`config.mk`:
```
export PLATFORM = sky130hd
export DESIGN_NAME = promotion_gain_ranker
export DESIGN_NICKNAME = d
export VERILOG_FILES = /design/src/hdl/pgr_pkg.sv /design/src/hdl/pgr_ram.sv /design/src/hdl/pgr_ctrl.sv /design/src/hdl/pgr_dp.sv /design/src/hdl/promotion_gain_ranker.sv
export SDC_FILE = /design/constraint.sdc
export NUM_CORES = 2
export LEC_CHECK = 0
export BUFFER_PORTS_ARGS = -buffer_cell sky130_fd_sc_hd__buf_2
export CAP_MARGIN = 30
export CORE_UTILIZATION = 57
export CTS_CLUSTER_DIAMETER = 150
export DETAILED_ROUTE_END_ITERATION = 12
export PLACE_DENSITY_LB_ADDON = 0.2
export SETUP_SLACK_MARGIN = 0.3
export SLEW_MARGIN = 20
export SYNTH_ARGS = -nofsm -noshare
export SYNTH_HDL_FRONTEND = slang
export SYNTH_SLANG_ARGS = --single-unit
```
`constraint.sdc`:
```
create_clock -name clk_i -period 9.9 [get_ports clk_i]
set_input_delay 1.98 -clock clk_i [delete_from_list [all_inputs] [get_ports clk_i]]
set_output_delay 1.98 -clock clk_i [all_outputs]
set_load 0.005 [all_outputs]
```
`src/hdl/pgr_pkg.sv`:
```
// Promotion gain ranker: shared constants, types and constant tables.
// No dependencies; used by pgr_ctrl, pgr_dp and the top level.
`timescale 1ns / 1ps

package pgr_pkg;

  localparam int HOTNESS_BINS = 32;
  localparam int NUM_PAIRS    = 6;
  localparam int PATH_SLOTS   = HOTNESS_BINS * NUM_PAIRS;
  localparam int BIN_W        = $clog2(HOTNESS_BINS);
  localparam int PAIR_W       = 3;
  localparam int TIER_W       = 2;
  localparam int ADDR_W       = $clog2(PATH_SLOTS);
  localparam int CNT_W        = $clog2(PATH_SLOTS + 1);
  localparam int ENTRY_W      = BIN_W + 2 * TIER_W;

  localparam int SAMPLE_W = 32;
  localparam int TOTAL_W  = SAMPLE_W + 2;
  localparam int REM_W    = TOTAL_W + 1;
  localparam int QUOT_W   = 17;
  localparam int DIV_STEPS = QUOT_W;
  localparam int ALPHA_W  = 21;
  localparam int WEIGHT_W = 19;
  localparam int IDX_W    = 8;
  localparam int OUT_BIN_W = 5;
  localparam int OUT_CNT_W = 8;
  localparam int STEP_W   = 5;

  localparam int K_W  = 16;
  localparam int CX_W = 26;
  localparam int CT_W = CX_W + WEIGHT_W - 16;
  localparam int BEN_W = HOTNESS_BINS - 1 + K_W;
  localparam int G_W  = (BEN_W > CT_W) ? BEN_W : CT_W;
  localparam int S_W  = G_W + 1;

  localparam int CFG_IDX_W  = 2;
  localparam int CFG_DATA_W = 21;
  localparam logic [CFG_IDX_W-1:0] CFG_DYN_EN = 2'd0;
  localparam logic [CFG_IDX_W-1:0] CFG_ALPHA  = 2'd1;

  localparam logic [WEIGHT_W-1:0] WEIGHT_ONE = 19'd65536;
  localparam logic [WEIGHT_W-1:0] WEIGHT_MAX = 19'd262144;

  typedef enum logic [3:0] {
    OP_NONE,
    OP_CAPTURE,
    OP_SUM,
    OP_W_ONE,
    OP_W_KEEP,
    OP_DIV,
    OP_W_SET,
    OP_COST,
    OP_HEAD,
    OP_SEL,
    OP_UPD,
    OP_RD,
    OP_OUT_RECOMP,
    OP_OUT_READ
  } dp_op_e;

  typedef struct packed {
    dp_op_e            op;
    logic [PAIR_W-1:0] pair;
    logic              first;
  } cmd_t;

  typedef struct packed {
    logic mode;
    logic dyn_en;
    logic total_zero;
    logic any_active;
    logic out_free;
  } status_t;

  typedef struct packed {
    logic              act;
    logic [G_W-1:0]    gain;
    logic [BIN_W-1:0]  bin;
    logic [PAIR_W-1:0] pair;
  } cand_t;

  // 200 * latency gap of each (src, dst) pair
  function automatic logic [K_W-1:0] pgr_k(input logic [PAIR_W-1:0] p);
    logic [K_W-1:0] k;
    unique case (p)
      3'd0:    k = 16'd10000;
      3'd1:    k = 16'd44000;
      3'd2:    k = 16'd34000;
      3'd3:    k = 16'd54000;
      3'd4:    k = 16'd44000;
      3'd5:    k = 16'd10000;
      default: k = '0;
    endcase
    return k;
  endfunction

  // move cost * 20000
  function automatic logic [CX_W-1:0] pgr_cx(input logic [PAIR_W-1:0] p);
    logic [CX_W-1:0] c;
    unique case (p)
      3'd0:    c = 26'd23240000;
      3'd1:    c = 26'd38680000;
      3'd2:    c = 26'd36040000;
      3'd3:    c = 26'd60100000;
      3'd4:    c = 26'd54720000;
      3'd5:    c = 26'd53720000;
      default: c = '0;
    endcase
    return c;
  endfunction

  function automatic logic [TIER_W-1:0] pgr_src(input logic [PAIR_W-1:0] p);
    logic [TIER_W-1:0] s;
    unique case (p)
      3'd0:          s = 2'd1;
      3'd1, 3'd2:    s = 2'd2;
      3'd3, 3'd4, 3'd5: s = 2'd3;
      default:       s = '0;
    endcase
    return s;
  endfunction

  function automatic logic [TIER_W-1:0] pgr_dst(input logic [PAIR_W-1:0] p);
    logic [TIER_W-1:0] d;
    unique case (p)
      3'd0, 3'd1, 3'd3: d = 2'd0;
      3'd2, 3'd4:       d = 2'd1;
      3'd5:             d = 2'd2;
      default:          d = '0;
    endcase
    return d;
  endfunction

  // higher gain wins; on a tie the higher bin wins, then the higher pair
  function automatic logic pgr_better(input cand_t a, input cand_t b);
    logic r;
    if (!a.act) r = 1'b0;
    else if (!b.act) r = 1'b1;
    else if (a.gain != b.gain) r = (a.gain > b.gain);
    else if (a.bin != b.bin) r = (a.bin > b.bin);
    else r = (a.pair > b.pair);
    return r;
  endfunction

endpackage

```
`src/hdl/pgr_ram.sv`:
```
// Generic single-write, single-read RAM with registered read data.
// No dependencies.
`timescale 1ns / 1ps

module pgr_ram #(
  parameter int WIDTH = 8,
  parameter int DEPTH = 16
) (
  input  logic                     clk_i,
  input  logic                     we_i,
  input  logic [$clog2(DEPTH)-1:0] waddr_i,
  input  logic [WIDTH-1:0]         wdata_i,
  input  logic                     re_i,
  input  logic [$clog2(DEPTH)-1:0] raddr_i,
  output logic [WIDTH-1:0]         rdata_o
);

  logic [WIDTH-1:0] mem_q [DEPTH];
  logic [WIDTH-1:0] rdata_q;

  always_ff @(posedge clk_i) begin
    if (we_i) begin
      mem_q[waddr_i] <= wdata_i;
    end
    if (re_i) begin
      rdata_q <= mem_q[raddr_i];
    end
  end

  assign rdata_o = rdata_q;

endmodule

```
`src/hdl/pgr_ctrl.sv`:
```
// Promotion gain ranker controller: sequences weight update, path merge and reads.
// Depends on pgr_pkg.
`timescale 1ns / 1ps

module pgr_ctrl (
  input  logic            clk_i,
  input  logic            rst_ni,
  input  logic            in_valid_i,
  output logic            in_ready_o,
  input  pgr_pkg::status_t status_i,
  output pgr_pkg::cmd_t    cmd_o
);

  typedef enum logic [3:0] {
    ST_IDLE, ST_BRANCH, ST_SUM, ST_WSEL, ST_DIV, ST_WSET, ST_COST, ST_HEAD,
    ST_SEL, ST_UPD, ST_RD, ST_DONE
  } state_e;

  state_e                      state_q;
  logic [pgr_pkg::STEP_W-1:0]  cnt_q;

  always_ff @(posedge clk_i or negedge rst_ni) begin
    if (!rst_ni) begin
      state_q <= ST_IDLE;
      cnt_q   <= '0;
    end else begin
      unique case (state_q)
        ST_IDLE: begin
          if (in_valid_i) state_q <= ST_BRANCH;
        end
        ST_BRANCH: state_q <= status_i.mode ? ST_RD : ST_SUM;
        ST_SUM:    state_q <= ST_WSEL;
        ST_WSEL: begin
          cnt_q <= '0;
          if (status_i.dyn_en && !status_i.total_zero) state_q <= ST_DIV;
          else state_q <= ST_COST;
        end
        ST_DIV: begin
          if (cnt_q == pgr_pkg::STEP_W'(pgr_pkg::DIV_STEPS - 1)) begin
            state_q <= ST_WSET;
          end else begin
            cnt_q <= cnt_q + 1'b1;
          end
        end
        ST_WSET: begin
          cnt_q   <= '0;
          state_q <= ST_COST;
        end
        ST_COST: begin
          if (cnt_q == pgr_pkg::STEP_W'(pgr_pkg::NUM_PAIRS - 1)) begin
            cnt_q   <= '0;
            state_q <= ST_HEAD;
          end else begin
            cnt_q <= cnt_q + 1'b1;
          end
        end
        ST_HEAD: begin
          if (cnt_q == pgr_pkg::STEP_W'(pgr_pkg::NUM_PAIRS - 1)) begin
            state_q <= ST_SEL;
          end else begin
            cnt_q <= cnt_q + 1'b1;
          end
        end
        ST_SEL:  state_q <= status_i.any_active ? ST_UPD : ST_DONE;
        ST_UPD:  state_q <= ST_SEL;
        ST_RD:   state_q <= ST_DONE;
        ST_DONE: begin
          if (status_i.out_free) state_q <= ST_IDLE;
        end
        default: state_q <= ST_IDLE;
      endcase
    end
  end

  always_comb begin
    cmd_o       = '0;
    cmd_o.op    = pgr_pkg::OP_NONE;
    cmd_o.pair  = cnt_q[pgr_pkg::PAIR_W-1:0];
    cmd_o.first = (cnt_q == '0);
    unique case (state_q)
      ST_IDLE:   if (in_valid_i) cmd_o.op = pgr_pkg::OP_CAPTURE;
      ST_SUM:    cmd_o.op = pgr_pkg::OP_SUM;
      ST_WSEL: begin
        if (!status_i.dyn_en) cmd_o.op = pgr_pkg::OP_W_ONE;
        else if (status_i.total_zero) cmd_o.op = pgr_pkg::OP_W_KEEP;
      end
      ST_DIV:    cmd_o.op = pgr_pkg::OP_DIV;
      ST_WSET:   cmd_o.op = pgr_pkg::OP_W_SET;
      ST_COST:   cmd_o.op = pgr_pkg::OP_COST;
      ST_HEAD:   cmd_o.op = pgr_pkg::OP_HEAD;
      ST_SEL:    cmd_o.op = pgr_pkg::OP_SEL;
      ST_UPD:    cmd_o.op = pgr_pkg::OP_UPD;
      ST_RD:     cmd_o.op = pgr_pkg::OP_RD;
      ST_DONE: begin
        if (status_i.out_free) begin
          cmd_o.op = status_i.mode ? pgr_pkg::OP_OUT_READ : pgr_pkg::OP_OUT_RECOMP;
        end
      end
      default:   cmd_o.op = pgr_pkg::OP_NONE;
    endcase
  end

  assign in_ready_o = (state_q == ST_IDLE);

endmodule

```
`src/hdl/pgr_dp.sv`:
```
// Promotion gain ranker datapath: config, divider, cost terms, merge heads, ranking RAM.
// Depends on pgr_pkg and pgr_ram.
`timescale 1ns / 1ps

module pgr_dp (
  input  logic                              clk_i,
  input  logic                              rst_ni,
  input  pgr_pkg::cmd_t                     cmd_i,
  output pgr_pkg::status_t                  status_o,
  input  logic                              cfg_valid_i,
  input  logic [pgr_pkg::CFG_IDX_W-1:0]     cfg_index_i,
  input  logic [pgr_pkg::CFG_DATA_W-1:0]    cfg_data_i,
  input  logic                              mode_i,
  input  logic [pgr_pkg::SAMPLE_W-1:0]      samples_tier0_i,
  input  logic [pgr_pkg::SAMPLE_W-1:0]      samples_tier1_i,
  input  logic [pgr_pkg::SAMPLE_W-1:0]      samples_tier2_i,
  input  logic [pgr_pkg::SAMPLE_W-1:0]      samples_tier3_i,
  input  logic [pgr_pkg::IDX_W-1:0]         rank_index_i,
  output logic                              out_valid_o,
  input  logic                              out_ready_i,
  output logic [pgr_pkg::OUT_BIN_W-1:0]     entry_bin_o,
  output logic [pgr_pkg::TIER_W-1:0]        entry_source_o,
  output logic [pgr_pkg::TIER_W-1:0]        entry_destination_o,
  output logic                              entry_valid_o,
  output logic [pgr_pkg::OUT_CNT_W-1:0]     positive_count_o,
  output logic [pgr_pkg::WEIGHT_W-1:0]      weight_now_o
);

  localparam int NP = pgr_pkg::NUM_PAIRS;

  logic                              dyn_q;
  logic [pgr_pkg::ALPHA_W-1:0]       alpha_q;
  logic                              mode_q;
  logic [pgr_pkg::SAMPLE_W-1:0]      t0_q, t1_q, t2_q, t3_q;
  logic [pgr_pkg::IDX_W-1:0]         idx_q;
  logic [pgr_pkg::TOTAL_W-1:0]       total_q;
  logic [pgr_pkg::REM_W-1:0]         rem_q;
  logic [pgr_pkg::QUOT_W-1:0]        quot_q;
  logic [pgr_pkg::WEIGHT_W-1:0]      weight_q;
  logic [pgr_pkg::CT_W-1:0]          ct_q   [NP];
  logic [pgr_pkg::G_W-1:0]           gain_q [NP];
  logic [pgr_pkg::BIN_W-1:0]         bin_q  [NP];
  logic [NP-1:0]                     act_q;
  logic [pgr_pkg::PAIR_W-1:0]        win_q;
  logic [pgr_pkg::CNT_W-1:0]         count_q;

  logic                              out_valid_q;
  logic [pgr_pkg::OUT_BIN_W-1:0]     o_bin_q;
  logic [pgr_pkg::TIER_W-1:0]        o_src_q, o_dst_q;
  logic                              o_ok_q;
  logic [pgr_pkg::OUT_CNT_W-1:0]     o_cnt_q;
  logic [pgr_pkg::WEIGHT_W-1:0]      o_w_q;

  // divider step
  logic [pgr_pkg::REM_W-1:0]         trial;
  logic                              ge;
  always_comb begin
    trial = cmd_i.first ? rem_q : {rem_q[pgr_pkg::REM_W-2:0], 1'b0};
    ge    = (trial >= pgr_pkg::REM_W'(total_q));
  end

  // weight select
  logic [pgr_pkg::WEIGHT_W-1:0]      floor_w, share_w, max_w;
  always_comb begin
    floor_w = pgr_pkg::WEIGHT_W'(alpha_q >> 2);
    share_w = pgr_pkg::WEIGHT_W'(quot_q);
    max_w   = (share_w > floor_w) ? share_w : floor_w;
    if (max_w > pgr_pkg::WEIGHT_MAX) max_w = pgr_pkg::WEIGHT_MAX;
  end

  // cost term of one pair
  logic [pgr_pkg::CX_W+pgr_pkg::WEIGHT_W-1:0] prod;
  assign prod = pgr_pkg::pgr_cx(cmd_i.pair) * weight_q;

  // gain of one pair at one bin
  logic [pgr_pkg::PAIR_W-1:0]        hp;
  logic [pgr_pkg::BIN_W-1:0]         hb;
  logic [pgr_pkg::S_W-1:0]           k_ext, ben;
  logic signed [pgr_pkg::S_W-1:0]    g;
  logic                              g_pos;
  always_comb begin
    hp = (cmd_i.op == pgr_pkg::OP_UPD) ? win_q : cmd_i.pair;
    hb = (cmd_i.op == pgr_pkg::OP_UPD) ? (bin_q[win_q] - 1'b1)
                                       : pgr_pkg::BIN_W'(pgr_pkg::HOTNESS_BINS - 1);
    k_ext = pgr_pkg::S_W'(pgr_pkg::pgr_k(hp));
    ben   = (k_ext << hb) - k_ext;
    g     = $signed(ben) - $signed(pgr_pkg::S_W'(ct_q[hp]));
    g_pos = !g[pgr_pkg::S_W-1] && (g != '0);
  end

  // six-way head selection
  pgr_pkg::cand_t c [NP];
  pgr_pkg::cand_t w01, w23, w45, w03, wall;
  always_comb begin
    for (int p = 0; p < NP; p++) begin
      c[p].act  = act_q[p];
      c[p].gain = gain_q[p];
      c[p].bin  = bin_q[p];
      c[p].pair = pgr_pkg::PAIR_W'(p);
    end
    w01  = pgr_pkg::pgr_better(c[0], c[1]) ? c[0] : c[1];
    w23  = pgr_pkg::pgr_better(c[2], c[3]) ? c[2] : c[3];
    w45  = pgr_pkg::pgr_better(c[4], c[5]) ? c[4] : c[5];
    w03  = pgr_pkg::pgr_better(w01, w23) ? w01 : w23;
    wall = pgr_pkg::pgr_better(w03, w45) ? w03 : w45;
  end

  // ranking store
  logic                              ram_we, ram_re;
  logic [pgr_pkg::ENTRY_W-1:0]       ram_wdata, ram_rdata;
  logic                              rd_ok;

  assign ram_we    = (cmd_i.op == pgr_pkg::OP_UPD);
  assign ram_re    = (cmd_i.op == pgr_pkg::OP_RD);
  assign ram_wdata = {bin_q[win_q], pgr_pkg::pgr_src(win_q), pgr_pkg::pgr_dst(win_q)};
  assign rd_ok     = ({1'b0, idx_q} < 9'(count_q));

  pgr_ram #(
    .WIDTH (pgr_pkg::ENTRY_W),
    .DEPTH (pgr_pkg::PATH_SLOTS)
  ) u_rank_ram (
    .clk_i   (clk_i),
    .we_i    (ram_we),
    .waddr_i (count_q[pgr_pkg::ADDR_W-1:0]),
    .wdata_i (ram_wdata),
    .re_i    (ram_re),
    .raddr_i (idx_q[pgr_pkg::ADDR_W-1:0]),
    .rdata_o (ram_rdata)
  );

  // control state
  always_ff @(posedge clk_i or negedge rst_ni) begin
    if (!rst_ni) begin
      dyn_q       <= 1'b1;
      alpha_q     <= '0;
      weight_q    <= '0;
      count_q     <= '0;
      out_valid_q <= 1'b0;
    end else begin
      if (cfg_valid_i) begin
        if (cfg_index_i == pgr_pkg::CFG_DYN_EN) dyn_q <= cfg_data_i[0];
        else if (cfg_index_i == pgr_pkg::CFG_ALPHA) alpha_q <= cfg_data_i;
      end
      if (out_valid_q && out_ready_i) out_valid_q <= 1'b0;
      unique case (cmd_i.op)
        pgr_pkg::OP_SUM:    count_q <= '0;
        pgr_pkg::OP_W_ONE:  weight_q <= pgr_pkg::WEIGHT_ONE;
        pgr_pkg::OP_W_KEEP: if (weight_q == '0) weight_q <= pgr_pkg::WEIGHT_ONE;
        pgr_pkg::OP_W_SET:  weight_q <= max_w;
        pgr_pkg::OP_UPD:    count_q <= count_q + 1'b1;
        pgr_pkg::OP_OUT_RECOMP, pgr_pkg::OP_OUT_READ: out_valid_q <= 1'b1;
        default: ;
      endcase
    end
  end

  // payload
  always_ff @(posedge clk_i) begin
    unique case (cmd_i.op)
      pgr_pkg::OP_CAPTURE: begin
        mode_q <= mode_i;
        t0_q   <= samples_tier0_i;
        t1_q   <= samples_tier1_i;
        t2_q   <= samples_tier2_i;
        t3_q   <= samples_tier3_i;
        idx_q  <= rank_index_i;
      end
      pgr_pkg::OP_SUM: begin
        total_q <= (pgr_pkg::TOTAL_W'(t0_q) + pgr_pkg::TOTAL_W'(t1_q))
                 + (pgr_pkg::TOTAL_W'(t2_q) + pgr_pkg::TOTAL_W'(t3_q));
        rem_q   <= pgr_pkg::REM_W'(t0_q);
        quot_q  <= '0;
      end
      pgr_pkg::OP_DIV: begin
        rem_q  <= ge ? (trial - pgr_pkg::REM_W'(total_q)) : trial;
        quot_q <= {quot_q[pgr_pkg::QUOT_W-2:0], ge};
      end
      pgr_pkg::OP_COST: ct_q[cmd_i.pair] <= prod[pgr_pkg::CX_W+pgr_pkg::WEIGHT_W-1:16];
      pgr_pkg::OP_HEAD: begin
        bin_q[cmd_i.pair]  <= pgr_pkg::BIN_W'(pgr_pkg::HOTNESS_BINS - 1);
        gain_q[cmd_i.pair] <= g[pgr_pkg::G_W-1:0];
        act_q[cmd_i.pair]  <= g_pos;
      end
      pgr_pkg::OP_SEL: win_q <= wall.pair;
      pgr_pkg::OP_UPD: begin
        if (bin_q[win_q] == '0) begin
          act_q[win_q] <= 1'b0;
        end else begin
          bin_q[win_q]  <= hb;
          gain_q[win_q] <= g[pgr_pkg::G_W-1:0];
          act_q[win_q]  <= g_pos;
        end
      end
      pgr_pkg::OP_OUT_RECOMP: begin
        o_bin_q <= '0;
        o_src_q <= '0;
        o_dst_q <= '0;
        o_ok_q  <= 1'b0;
        o_cnt_q <= pgr_pkg::OUT_CNT_W'(count_q);
        o_w_q   <= weight_q;
      end
      pgr_pkg::OP_OUT_READ: begin
        o_bin_q <= rd_ok ? pgr_pkg::OUT_BIN_W'(ram_rdata[pgr_pkg::ENTRY_W-1:2*pgr_pkg::TIER_W])
                         : '0;
        o_src_q <= rd_ok ? ram_rdata[2*pgr_pkg::TIER_W-1:pgr_pkg::TIER_W] : '0;
        o_dst_q <= rd_ok ? ram_rdata[pgr_pkg::TIER_W-1:0] : '0;
        o_ok_q  <= rd_ok;
        o_cnt_q <= pgr_pkg::OUT_CNT_W'(count_q);
        o_w_q   <= weight_q;
      end
      default: ;
    endcase
  end

  assign status_o.mode       = mode_q;
  assign status_o.dyn_en     = dyn_q;
  assign status_o.total_zero = (total_q == '0);
  assign status_o.any_active = |act_q;
  assign status_o.out_free   = !out_valid_q || out_ready_i;

  assign out_valid_o         = out_valid_q;
  assign entry_bin_o         = o_bin_q;
  assign entry_source_o      = o_src_q;
  assign entry_destination_o = o_dst_q;
  assign entry_valid_o       = o_ok_q;
  assign positive_count_o    = o_cnt_q;
  assign weight_now_o        = o_w_q;

endmodule

```
`src/hdl/promotion_gain_ranker.sv`:
```
// Promotion gain ranker top level: controller plus datapath.
// Depends on pgr_pkg, pgr_ctrl, pgr_dp (and pgr_ram through pgr_dp).
//
//   channel | signals                               | direction
//   in      | in_valid_i/in_ready_o, request fields | into block
//   out     | out_valid_o/out_ready_i, result       | out of block
//   cfg     | cfg_valid_i/cfg_ready_o, index, data  | into block
//
// A read request passes branch, read and done states before its result is valid.
// A recompute request sums the samples, runs a restoring divider, forms the cost
// term and merge head of each pair, then runs a six-way merge of the per-pair bin
// lists that ranks the positive-gain paths (at most 186), each by a select, then
// a write; the divider is skipped with dynamic weight off or no samples.
// No request is taken while one is in work; a finished result waits in the output
// register. Reset clears weight, count and alpha and sets dyn_q; RAM is not cleared.
`timescale 1ns / 1ps

module promotion_gain_ranker (
  input  logic                              clk_i,
  input  logic                              rst_ni,
  input  logic                              in_valid_i,
  output logic                              in_ready_o,
  input  logic                              mode_i,
  input  logic [pgr_pkg::SAMPLE_W-1:0]      samples_tier0_i,
  input  logic [pgr_pkg::SAMPLE_W-1:0]      samples_tier1_i,
  input  logic [pgr_pkg::SAMPLE_W-1:0]      samples_tier2_i,
  input  logic [pgr_pkg::SAMPLE_W-1:0]      samples_tier3_i,
  input  logic [pgr_pkg::IDX_W-1:0]         rank_index_i,
  output logic                              out_valid_o,
  input  logic                              out_ready_i,
  output logic [pgr_pkg::OUT_BIN_W-1:0]     entry_bin_o,
  output logic [pgr_pkg::TIER_W-1:0]        entry_source_o,
  output logic [pgr_pkg::TIER_W-1:0]        entry_destination_o,
  output logic                              entry_valid_o,
  output logic [pgr_pkg::OUT_CNT_W-1:0]     positive_count_o,
  output logic [pgr_pkg::WEIGHT_W-1:0]      weight_now_o,
  input  logic                              cfg_valid_i,
  output logic                              cfg_ready_o,
  input  logic [pgr_pkg::CFG_IDX_W-1:0]     cfg_index_i,
  input  logic [pgr_pkg::CFG_DATA_W-1:0]    cfg_data_i
);

  pgr_pkg::cmd_t    cmd;
  pgr_pkg::status_t status;

  assign cfg_ready_o = 1'b1;

  pgr_ctrl u_ctrl (
    .clk_i      (clk_i),
    .rst_ni     (rst_ni),
    .in_valid_i (in_valid_i),
    .in_ready_o (in_ready_o),
    .status_i   (status),
    .cmd_o      (cmd)
  );

  pgr_dp u_dp (
    .clk_i               (clk_i),
    .rst_ni              (rst_ni),
    .cmd_i               (cmd),
    .status_o            (status),
    .cfg_valid_i         (cfg_valid_i),
    .cfg_index_i         (cfg_index_i),
    .cfg_data_i          (cfg_data_i),
    .mode_i              (mode_i),
    .samples_tier0_i     (samples_tier0_i),
    .samples_tier1_i     (samples_tier1_i),
    .samples_tier2_i     (samples_tier2_i),
    .samples_tier3_i     (samples_tier3_i),
    .rank_index_i        (rank_index_i),
    .out_valid_o         (out_valid_o),
    .out_ready_i         (out_ready_i),
    .entry_bin_o         (entry_bin_o),
    .entry_source_o      (entry_source_o),
    .entry_destination_o (entry_destination_o),
    .entry_valid_o       (entry_valid_o),
    .positive_count_o    (positive_count_o),
    .weight_now_o        (weight_now_o)
  );

endmodule
```
==> results.cfg <==
[run_status]
outcome = finished clean

[die]
fp.dieW_um = 475
io_pins = 205
rows = 173
dieHeight_um = 475
initial_core_util = 0.574
core-area_sq_um = 222000
design.die.area_sq_um = 226000

[setup_path]
path_max_fanout = 9
cpMostUsedCell = o21a_1
r2r_setup_slack_ns = 0.52
critPathCaptureType = flop
cp.arrival_ns = 10.15
critPathRequiredTime_ns = 10.66
crit_path_start_kind = flop
cp_slowest_stage_delay_ns = 0.59
path_class = flop to flop
r2r-start = u_dp.gain_q[2][1]
slowest_stage = or4_4
worstRegToRegCells = 47

[global_routing]
grt_pass1_wl_um = 463000
gr-total-overflow = 0
antenna_found_initial = 19
grt_usage = 0.276
grt_max_degree = 163
grt_pass1_vias = 74693

[sta]
fmax_mhz = 107
hold_ws_ns = 0.517
min_period_over_period = 0.948
max_slew.worst_pin.slew_ns = 1.07
min_period_ns = 9.38
final_max_slew_viol_count = 0
rsz0062_at_grt = true
fin_ws_ns = 0.516
hold_viol = 0
setup_viol = 0
relSlewSlack = 0.288
clock_skew_ns = 0.0861

[clock_network]
path_clk_slew_ns = 0.06
htreeDepth = 5
numCtsBuffers = 279
cts_hold_buffers = 0
ctsLongestPathBuffers = 4
clk_latency_ns = 0.95
cts.sinks = 2562
ctsRootBufferMaster = clkbuf_16
tritoncts = yes

[synthesis]
synth-seq-cells = 2562
synth-main-ff-cell = edfxtp_1
yosys_warnings = 0
synth_cell_types = 97
yosysSeqAreaShare = 0.600
avgSynthCellArea_sq_um = 15.2
synth_top_area_cell = edfxtp_1
synth_edf_count = 2502
syn_area_sq_um = 128000
synthCells = 8403
ys_async_sr_fraction = 0.0222
postSynthNetCount = 9503
synth_area_leaders = edfxtp_1 (59%), mux4_2 (10%), ha_1 (5.9%), fa_1 (5.3%), inv_1 (2.2%)
synth_top_cell_area_share = 0.589

[detailed_routing]
drt_iter0_markers = 7458
wirelength_um = 310000
wl_per_cell_um = 25.9
final_antenna_net_count = 0
drtPass1Iterations = 6
viasPerCell = 6.14
drc = 0
vias = 73491

[placed_design]
place.gp.congestion = 0.942
post-place-ws_ns = -0.0529
placed_area_sq_um = 133000
io_buffers = 202
dpl.hpwl_um = 206000

[final_layout]
area_growth_pct = 11.6
layout.nets = 9897
final_layout_size_suffix_gt1_frac = 0.186
n_fill_cell = 15671
seqCellArea_sq_um = 76600
finalInstanceArea_sq_um = 142000
utilization = 0.641
multi_input_comb_area_sq_um = 47300

[pwr]
power_density_nw_per_um2 = 337
leakage_uw = 0.0521
ir_drop_v = 0.000326

[worst_hold_path]
hold_path_depth = 2
hold_class = flop to flop
hold_path_end = u_ctrl.state_q[3]
hp-start = u_ctrl.state_q[3]

[job]
maxCapViolations = 0
[report_power, final]
group / total, uW / switching [uW] / internal (uW)
logic: 22400 / 13700 / 8660
registers: 15600 / 471 / 15200
clock network: 9950 / 4110 / 5840
[cell families (layout without fill, tap and decap cells)]
family	Yosys count	count (layout)	share of synthesized area
buffers and inverters	1105	1691	0.0328
muxes	899	899	0.129
other	1	6	0.0000294
adders and majority gates	935	935	0.111
AOI/OAI and AO/OA	1018	1020	0.0505
and+or+nand+nor	1708	1708	0.0638
xor gates and xnor gates	175	175	0.0123
DFF	2562	2562	0.600
[cell type report]
cell class                      count  area share
Antenna cell                        5   0.0000878
Clock buffer                      358      0.0528
Clock inverter                    117     0.00756
Inverter                          744      0.0198
Multi-Input combinational cell   4738       0.332
Sequential cell                  2562       0.538
Tap cell                         2975      0.0261
Timing Repair Buffer              472      0.0242
[critical path, delay by kind of cell, from the launching register on]
kind | cells | cell delay [ns]
and+or+nand+nor | 8 | 1.79
DFF | 1 | 0.40
muxes | 4 | 1.07
buffers and inverters | 6 | 0.94
adders and majority gates | 3 | 0.96
AOI/OAI and AO/OA | 26 | 4.07
[worst max path at each step]
stage / end / slack [ns] / depth (start not counted) / startpoint
after floorplan: u_dp.act_q[0] / 0.32 / 27 / flop
after CTS: flop / 0.32 / 44 / u_dp.gain_q[0][1]
after global routing: flop / 0.16 / 46 / u_dp.gain_q[0][1]
final: flop / 0.52 / 47 / u_dp.gain_q[2][1]
after global placement: flop / -0.06 / 44 / u_dp.gain_q[2][24]
after detailed placement: flop / -0.05 / 44 / u_dp.gain_q[2][24]
[per-stage QoR]
stage,TNS [ns],std cells,total power [uW]
global placement,-0.0929,11446,37400
CTS,0,11926,48000
global route,0,11967,50700
detailed placement,-0.0751,11449,38000
finish,0,11971,48000
floorplan,0,8403,30800
[cell usage after synthesis (all sizes together) (8+ instances only)]
cell type and instances:
o22ai 13, a21boi 10, o31ai 20, a211o 11, and2 157, clkbuf 274, a222oi 29, nand4 86
o41ai 10, nand2b 69, nor3 75, and3 38, fa 337, a31oi 35, nor2b 101, mux2i 173
nor3b 8, mux4 579, nor2 443, nand3 85, buf 87, o21a 68, and4 8, o21bai 14
a211oi 40, or2 16, mux2 147, or4 8, a2111oi 9, a311oi 8, inv 740, o21ai 253
xnor2 126, a21o 97, nor4 42, a221oi 8, a21oi 309, nand2 539, or3 18, xor2 49
ha 598, edfxtp 2502, dfrtp 56, o211ai 17
[state kept, by name, summed over array words and instances, names as in the netlist, 6 cells and up, named ones only]
signal,flops
u_dp.t1_q,32
u_dp.t0_q,32
u_dp.bin_q,40
u_dp.ct_q,174
u_dp.gain_q,282
u_dp.rem_q,35
u_dp.count_q,8
u_dp.idx_q,8
u_dp.quot_q,17
u_dp.positive_count_o,8
u_dp.act_q,6
u_dp.weight_q,19
u_dp.alpha_q,19
u_dp.t3_q,32
u_dp.t2_q,32
u_dp.total_q,34
u_dp.u_rank_ram.mem_q,1728
u_dp.u_rank_ram.rdata_o,9
u_dp.weight_now_o,19
[placed cells by master, fill, tap and decap left out, types with 39 or more instances in the layout]
| cell | count |
|---|---|
| clkinv_1 | 43 |
| xor2_1 | 49 |
| mux2i_1 | 169 |
| edfxtp_1 | 2502 |
| inv_1 | 734 |
| nand2_1 | 535 |
| nor2b_1 | 101 |
| nor2_1 | 427 |
| xnor2_1 | 123 |
| and2_1 | 157 |
| buf_4 | 232 |
| nand2b_1 | 69 |
| buf_2 | 206 |
| nand3_1 | 81 |
| fa_1 | 337 |
| mux4_2 | 579 |
| a21oi_1 | 296 |
| mux2_2 | 147 |
| a21o_1 | 97 |
| o21a_1 | 67 |
| clkbuf_16 | 287 |
| dfrtp_1 | 56 |
| ha_1 | 598 |
| nand4_1 | 85 |
| a211oi_1 | 39 |
| o21ai_0 | 236 |
| clkbuf_1 | 64 |
| nor3_1 | 72 |
[repair_timing]
action,in CTS,in global routing
setup endpoints to repair,6,18
hold endpoints to repair,0,0
gates cloned,0,2
setup buffers,2,6
resized for setup,6,31
pin swaps,2,15
[per-layer routing]
metal	GRT usage	vias up	part of all wire
met1	0.381	37374	0.41
met2	0.444	3026	0.48
met4	0.0933	28	0.034
li1	-	32504	-
met5	0	-	0.0012
met3	0.0525	559	0.078
Note: power is estimated with default switching activity, not from simulation.
